<file path="src/sv/saa_pkg.sv">
// Shared constants, op codes and controller/datapath handshake structs
// for the generation-stamped set-all array. No dependencies.
package saa_pkg;

  localparam int DEPTH_DEF      = 1024;
  localparam int STAMP_BITS_DEF = 8;

  localparam int OP_W  = 2;
  localparam int IDX_W = 10;
  localparam int VAL_W = 32;

  localparam int IN_TDATA_W  = 48;  // op + index + value = 44, padded to bytes
  localparam int OUT_TDATA_W = 40;  // read_value + from_default = 33, padded

  localparam logic [OP_W-1:0] OP_SET = 2'd0;
  localparam logic [OP_W-1:0] OP_GET = 2'd1;
  localparam logic [OP_W-1:0] OP_ALL = 2'd2;

  typedef struct packed {
    logic wr_en;     // write one entry
    logic rd_en;     // read one entry into the lookup registers
    logic set_all;   // load default, advance generation
    logic clr_en;    // clear one stamp in the sweep
    logic load_out;  // load the result register
  } cmd_t;

  typedef struct packed {
    logic clr_last;  // sweep is at its last entry
    logic gen_wrap;  // next generation would wrap to zero
  } sts_t;

endpackage

</file>
<file path="src/sv/saa_ctrl.sv">
// Sequencer for the set-all array: stamp clearing sweep, idle, lookup.
// Depends on saa_pkg for op codes and the command/status structs.
module saa_ctrl (
  input  logic                       clk,
  input  logic                       rst_n,
  input  logic                       in_tvalid,
  input  logic [saa_pkg::OP_W-1:0]   op,
  input  logic                       out_tready,
  input  saa_pkg::sts_t              sts,
  output logic                       in_tready,
  output logic                       out_tvalid,
  output saa_pkg::cmd_t              cmd
);

  localparam logic [1:0] ST_CLEAR = 2'd0;
  localparam logic [1:0] ST_IDLE  = 2'd1;
  localparam logic [1:0] ST_LOOK  = 2'd2;

  logic [1:0] state_r, state_nxt;
  logic       out_valid_r, out_valid_nxt;
  logic       acc;

  assign in_tready  = (state_r == ST_IDLE);
  assign out_tvalid = out_valid_r;
  assign acc        = in_tvalid && in_tready;

  always_comb begin
    cmd          = '0;
    cmd.wr_en    = acc && (op == saa_pkg::OP_SET);
    cmd.rd_en    = acc && (op == saa_pkg::OP_GET);
    cmd.set_all  = acc && (op == saa_pkg::OP_ALL);
    cmd.clr_en   = (state_r == ST_CLEAR);
    cmd.load_out = (state_r == ST_LOOK) && (!out_valid_r || out_tready);
  end

  always_comb begin
    state_nxt = state_r;
    case (state_r)
      ST_CLEAR: begin
        if (sts.clr_last) state_nxt = ST_IDLE;
      end
      ST_IDLE: begin
        if (cmd.rd_en) state_nxt = ST_LOOK;
        else if (cmd.set_all && sts.gen_wrap) state_nxt = ST_CLEAR;
      end
      ST_LOOK: begin
        if (cmd.load_out) state_nxt = ST_IDLE;
      end
      default: state_nxt = ST_CLEAR;
    endcase
  end

  always_comb begin
    if (cmd.load_out) out_valid_nxt = 1'b1;
    else if (out_tready) out_valid_nxt = 1'b0;
    else out_valid_nxt = out_valid_r;
  end

  always_ff @(posedge clk) begin
    if (!rst_n) begin
      state_r     <= ST_CLEAR;
      out_valid_r <= 1'b0;
    end else begin
      state_r     <= state_nxt;
      out_valid_r <= out_valid_nxt;
    end
  end

endmodule

</file>
<file path="config.mk">
export PLATFORM = sky130hd
export DESIGN_NAME = saa_ctrl
export DESIGN_NICKNAME = d
export VERILOG_FILES = /design/src/sv/saa_pkg.sv /design/src/sv/saa_ctrl.sv
export SDC_FILE = /design/constraint.sdc
export NUM_CORES = 1
export LEC_CHECK = 0
export BUFFER_PORTS_ARGS = -buffer_cell sky130_fd_sc_hd__buf_2
export CORE_AREA = 2 2 39 41
export DETAILED_ROUTE_END_ITERATION = 10
export DIE_AREA = 0 0 41 43
export PLACE_DENSITY = 0.4
export SLEW_MARGIN = 30
export SYNTH_ARGS = -nofsm -noshare
export SYNTH_HDL_FRONTEND = slang
export SYNTH_SLANG_ARGS = --single-unit
</file>
<file path="constraint.sdc">
create_clock -name clk -period 0.8 [get_ports clk]
set_input_delay 0 -clock clk [delete_from_list [all_inputs] [get_ports clk]]
set_output_delay 0 -clock clk [all_outputs]
set_load 0.05 [all_outputs]
</file>
==> impl_metrics.toml, run 1 <==
[place]
place_area_um2 = 339
placed_cells = 52
gp_congestion = 0.619
io_buffers = 14
hpwl_um = 462

[finish]
final_cell_area_um2 = 409
finalNetCount = 49
drive_gt1_frac = 0.700
areaGrowthSynthToFinish_pct = 95.8
num_antenna_cells = 0
final.fill_count = 153
fin_cells = 56
utilization = 0.296

[clock_network]
insertion_delay_ns = 0.23
cts_tree = "done"
cts_hold_buffers = 0
htree_levels = 1
cts_buffers = 3
ctsLongestPathBuffers = 2
root_buffer = "clkbuf_4"
post_cts_buffers = 0
cts_sinks = 3
clk_pin_slew_ns = 0.03

[worst_setup_path]
cp_max_fo = 4
critPathArrivalTime_ns = 1.13
rrSetupSlack_ns = -0.07
cp-start-kind = "register"
crit_path_end_kind = "output port"
critical_path_class = "register to output port"
critical_path_required_ns = 0.80

[outcome]
violations = "setup timing"
outcome = "finished, violations left"

[timing]
fin_crit_sh = 1.41
worst_pin_slew_ns = 0.247
drv_slew = 0
max_clock_freq_mhz = 889
finalHoldViolCount = 0
setup-violations-final = 8
relSlewSlack = 0.836
fin_ws_ns = -0.325
fin_skew_ns = 0.000864
fin_crit_ns = 1.13
rsz0062_at_grt = "true"

[logic_synthesis]
synth_area_leaders = "dfxtp_1 (29%), nand3b_4 (9.6%), nand2b_1 (9.0%), and4bb_1 (6.0%), nor3b_2 (6.0%)"
synth_cell_type_count = 16
synth_warnings = 0
syn_area_um2 = 209
synth_enable_flop_cells = 0
ys_seq_elements = 3
synth_top_area_share = 0.287
synth-main-ff-cell = "dfxtp_1"
synth_top_area_cell = "dfxtp_1"
yosysSeqAreaShare = 0.287
synth_commonest_cells = "dfxtp_1 (3), nand2b_1 (3), nor2_1 (2)"
syn-instance-count = 21
async_flop_share = 0
avgSynthCellArea_um2 = 9.95
syn_nets = 29

[drt]
post-route-drc-count = 0
drt_first_pass_iters = 3
wire_per_inst_um = 9.75
wl_um = 546
via_per_inst = 4.32
num_vias = 242
first_iter_violations = 2
ant_nets = 0

[global_route]
grt_use_met1 = 0.0825
first_global_vias = 227
grt_pass1_wl_um = 814
grt_use_total = 0.0770
grt_max_degree = 6
grt-busiest-layer = "met4"
use_met3 = 0.00524
antenna_found_initial = 0
gr-total-overflow = 0
grt_use_met2 = 0.0906

[job]
maxCapViolations = 0

[min_path]
hold_path.class = "input port to register"

[floorplan]
row_count = 14
dieArea_um2 = 1760
die_w_um = 41
die_h_um = 43
core_area_um2 = 1380
pin_count = 15
initial_core_util = 0.151

[power_and_ir_drop]
comb_power_share = 0.305
powerDensity_nw_per_um2 = 1480
switching_power_w = 0.000184
power_frac_seq = 0.266
clkPwrFrac = 0.429
p_sw_frac = 0.304
p_int_w = 0.000422
p_leak_nw = 0.179
ir_worst_vdd_mv = 0.492
==> critical path, stage by stage, from the launching register on <==
cell and delay, ns:
dfxtp_2 0.34, nor2b_4 0.17, and4bb_4 0.25, buf_8 0.14
==> power groups by stage <==
| stage | clock [W] | combinational, W | sequential (W) |
|---|---|---|---|
| 2_1_floorplan | 0 | 0.000114 | 0.000167 |
| 3_3_place_gp | 0 | 0.000170 | 0.000165 |
| 3_5_place_dp | 0 | 0.000172 | 0.000166 |
| 4_1_cts | 0.000273 | 0.000186 | 0.000164 |
| 5_1_grt | 0.000283 | 0.000195 | 0.000163 |
| 6_report | 0.000260 | 0.000185 | 0.000161 |
==> worst paths after layout <==
kind | startpoint | to | cells past startpoint
setup reg to reg | state_r[1]$_SDFFE_PN0P_ | state_r[0]$_SDFFE_PN0P_ | 3
hold / removal | rst_n | state_r[1]$_SDFFE_PN0P_ | 2
setup / recovery | state_r[0]$_SDFFE_PN0P_ | cmd[4] | 3
hold reg to reg | out_tvalid$_SDFFE_PN0P_ | out_tvalid$_SDFFE_PN0P_ | 2
==> cells in the final DEF, fill, tap and decap left out, drive strengths merged <==
cell type  count
buf           16
clkbuf         4
nand2b         3
dfxtp          3
nor2           2
nor2b          2
nand3b         1
nor3b          1
and4bb         1
and4b          1
mux2i          1
nand4b         1
nand4          1
o21ai          1
o21a           1
a21boi         1
==> per-stage QoR <==
| stage | TNS, ns | hold WS, ns | worst slack (ns) | power (W) |
|---|---|---|---|---|
| 4_1_cts | -1.78 | 0.0277 | -0.328 | 0.000622 |
| 6_report | -1.59 | 0.0284 | -0.325 | 0.000606 |
| 2_1_floorplan | -1.30 | 0.118 | -0.299 | 0.000282 |
| 3_3_place_gp | -0.654 | 0.274 | -0.160 | 0.000335 |
| 3_5_place_dp | -0.749 | 0.274 | -0.174 | 0.000339 |
| 5_1_grt | -1.96 | 0.0321 | -0.368 | 0.000640 |
==> layout make-up <==
cell class | instances | area [µm²] | share of cell area
Multi-Input combinational cell | 17 | 168 | 0.410
Clock buffer | 4 | 26.3 | 0.0642
Timing Repair Buffer | 16 | 126 | 0.309
Sequential cell | 3 | 68.8 | 0.168
Tap cell | 16 | 20.0 | 0.0489
==> layer usage <==
metal | vias up | wire length, µm
met5 | - | 0
met4 | 0 | 20
met3 | 2 | 58
met2 | 15 | 248
met1 | 110 | 219
li1 | 115 | -
==> registers in the layout, summed over array words and instances, names as in the netlist <==
signal,flops
out_tvalid,1
state_r,2
==> timing repair <==
action | 4_1_cts | 5_1_grt
pin swaps | 2 | 1
endpoints found under the setup margin | 9 | 8
resized for setup | 11 | 3
==> logic make-up (layout without fill, tap and decap cells) <==
family,after synthesis,after routing,synth area share
compound gates,3,3,0.0958
buf+inv,1,20,0.0359
flops,3,3,0.287
mux,1,1,0.0479
simple gates,13,13,0.533
Note: power is estimated with default switching activity, not from simulation.
==> run 2: changes to the inputs <==
- CAP_MARGIN: default -> 20
- PLACE_DENSITY: 0.4 -> 0.39
- SKIP_CTS_REPAIR_TIMING: default -> 1
- clock period: 0.8 -> 1.4 ns (I/O delays scaled with it)
==> run 2 against run 1 <==
The run now ends clean. Count of clock-buffer cells in the layout unchanged. Global-route usage about the same. Total power decreased by 46%. Die area unchanged. Clock power decreased by 42%. Hold slack improved by 0.0023 ns. Critical path depth unchanged. Cell count decreased by 3.6%. Sequential power decreased by 41%. Critical path type unchanged. Highest routed layer is now met3.
==> impl_metrics.toml, run 2 (synthesis gave the netlist of run 1 again) <==
[finish]
regMostFlops = "state_r"
utilization = 0.231
largest_register_ffs = 2
areaGrowthSynthToFinish_pct = 52.7
num_antenna_cells = 0
drive_gt1_frac = 0.579
final_common_cell = "buf_2"
finalNetCount = 47
final_cell_mix = "buf_2 (14), nand2b_1 (3), clkbuf_4 (3), dfxtp_1 (3), nor2_1 (2)"

[drt]
post-route-drc-count = 0
wire_per_inst_um = 9.67
ant_nets = 0
met2_length_um = 214
first_iter_violations = 3
wl_met3_um = 55
route.layer.met1.wl_um = 252
via_per_inst = 4.09
drt_first_pass_iters = 2
wl_um = 522
highest_layer = "met3"
num_vias = 221

[power_and_ir_drop]
ir_worst_vdd_mv = 0.280
powerDensity_nw_per_um2 = 1030
power_w = 0.000329
p_leak_nw = 0.153

[timing]
relSlewSlack = 0.833
fin_crit_sh = 0.913
rsz0062_at_grt = "false"
fin_ws_ns = 0.122
worst_pin_slew_ns = 0.251
max_clock_freq_mhz = 783
setup-violations-final = 0
drv_slew = 0
fin_crit_ns = 1.28
finalHoldViolCount = 0
fin_skew_ns = 0.00647
timing.setup.tns_ns = 0

[global_route]
grt_max_degree = 6
first_global_vias = 222
grt_pass1_wl_um = 869
antenna_found_initial = 0
gr-total-overflow = 0
grt_use_total = 0.0772

[clock_network]
cts_tree = "done"
cts_buffers = 3
cts_sinks = 3
clk_pin_slew_ns = 0.04
ctsLongestPathBuffers = 2
insertion_delay_ns = 0.23
htree_levels = 1
root_buffer = "clkbuf_4"

[place]
pre_cts_ws_ns = 0.384
io_buffers = 14
gp_congestion = 0.699
hpwl_um = 432

[floorplan]
dieArea_um2 = 1760
row_count = 14
pin_count = 15
core_area_um2 = 1380
die_h_um = 43
die_w_um = 41
initial_core_util = 0.151

[worst_setup_path]
crit_slowest_cell = "dfxtp_1"
critPathMaxStageDelay_ns = 0.36
timing.rr.end = "state_r[1]$_SDFFE_PN0P_"
rrSetupSlack_ns = 0.54
crit_path_end_kind = "output port"
cp_max_fo = 5
critPathArrivalTime_ns = 1.28
critical_path_required_ns = 1.40
cp.buffers_inverters = 1
cp-start-kind = "register"
critical_path.top_delay_family = "simple AND/OR/NAND/NOR gates"
path_cells = "nor2b_2 -> and4b_2 -> buf_2"
critical_path_class = "register to output port"
worstReg2RegStart = "state_r[0]$_SDFFE_PN0P_"
r2r_cells = 3

[min_path]
holdPathEnd = "state_r[1]$_SDFFE_PN0P_"
min_from = "rst_n"
whs_path_depth = 2
hold_path.class = "input port to register"

[outcome]
outcome = "completed"

[job]
maxCapViolations = 0
==> run 2: changes by cell type in the layout (fill, tap and decap cells not counted), sizes merged <==
| cell | previous run | this run |
|---|---|---|
| buf | 16 | 14 |
==> run 2: per-layer routing <==
layer | track usage | vias to the layer above
met1 | 0.0929 | 96
li1 | - | 109
met3 | 0.0314 | 0
met5 | 0 | -
met2 | 0.0938 | 16
met4 | 0.0800 | 0
==> run 2: cell type report <==
class | instances | area, µm²
clock buffers | 4 | 26.3
fillers | 156 | 1060
flip-flops and latches | 3 | 60.1
well taps | 16 | 20.0
multi-input cells | 17 | 143
repair buffers | 14 | 70.1
==> run 2: power by group <==
group,internal (W),switching [W]
clock network,0.000107,0.0000443
logic,0.0000292,0.0000547
registers,0.0000902,0.00000410
==> run 2: metrics by stage <==
step | cell area, µm² | hold WS, ns | std cells
global placement | 293 | 0.264 | 50
CTS | 319 | 0.0275 | 54
finish | 319 | 0.0306 | 54
detailed placement | 293 | 0.267 | 50
floorplan | 210 | 0.118 | 21
global route | 319 | 0.0386 | 54
==> run 2: worst max path at each step <==
stage | startpoint | to | slack [ns] | cells past startpoint
after CTS | state_r[0]$_SDFFE_PN0P_ | cmd[2] | 0.12 | 3
after global placement | state_r[0]$_SDFFE_PN0P_ | cmd[4] | 0.40 | 3
final | state_r[0]$_SDFFE_PN0P_ | cmd[2] | 0.12 | 3
after floorplan | state_r[0]$_SDFFE_PN0P_ | cmd[2] | 0.02 | 2
after detailed placement | state_r[0]$_SDFFE_PN0P_ | cmd[4] | 0.38 | 3
after global routing | state_r[0]$_SDFFE_PN0P_ | cmd[4] | 0.07 | 3
==> run 2: worst register-to-register path: cells and delay by family (launching register included) <==
family | cells | cell delay [ns]
AOI/OAI and AO/OA | 1 | 0.16
DFF | 1 | 0.36
and+or+nand+nor | 2 | 0.23
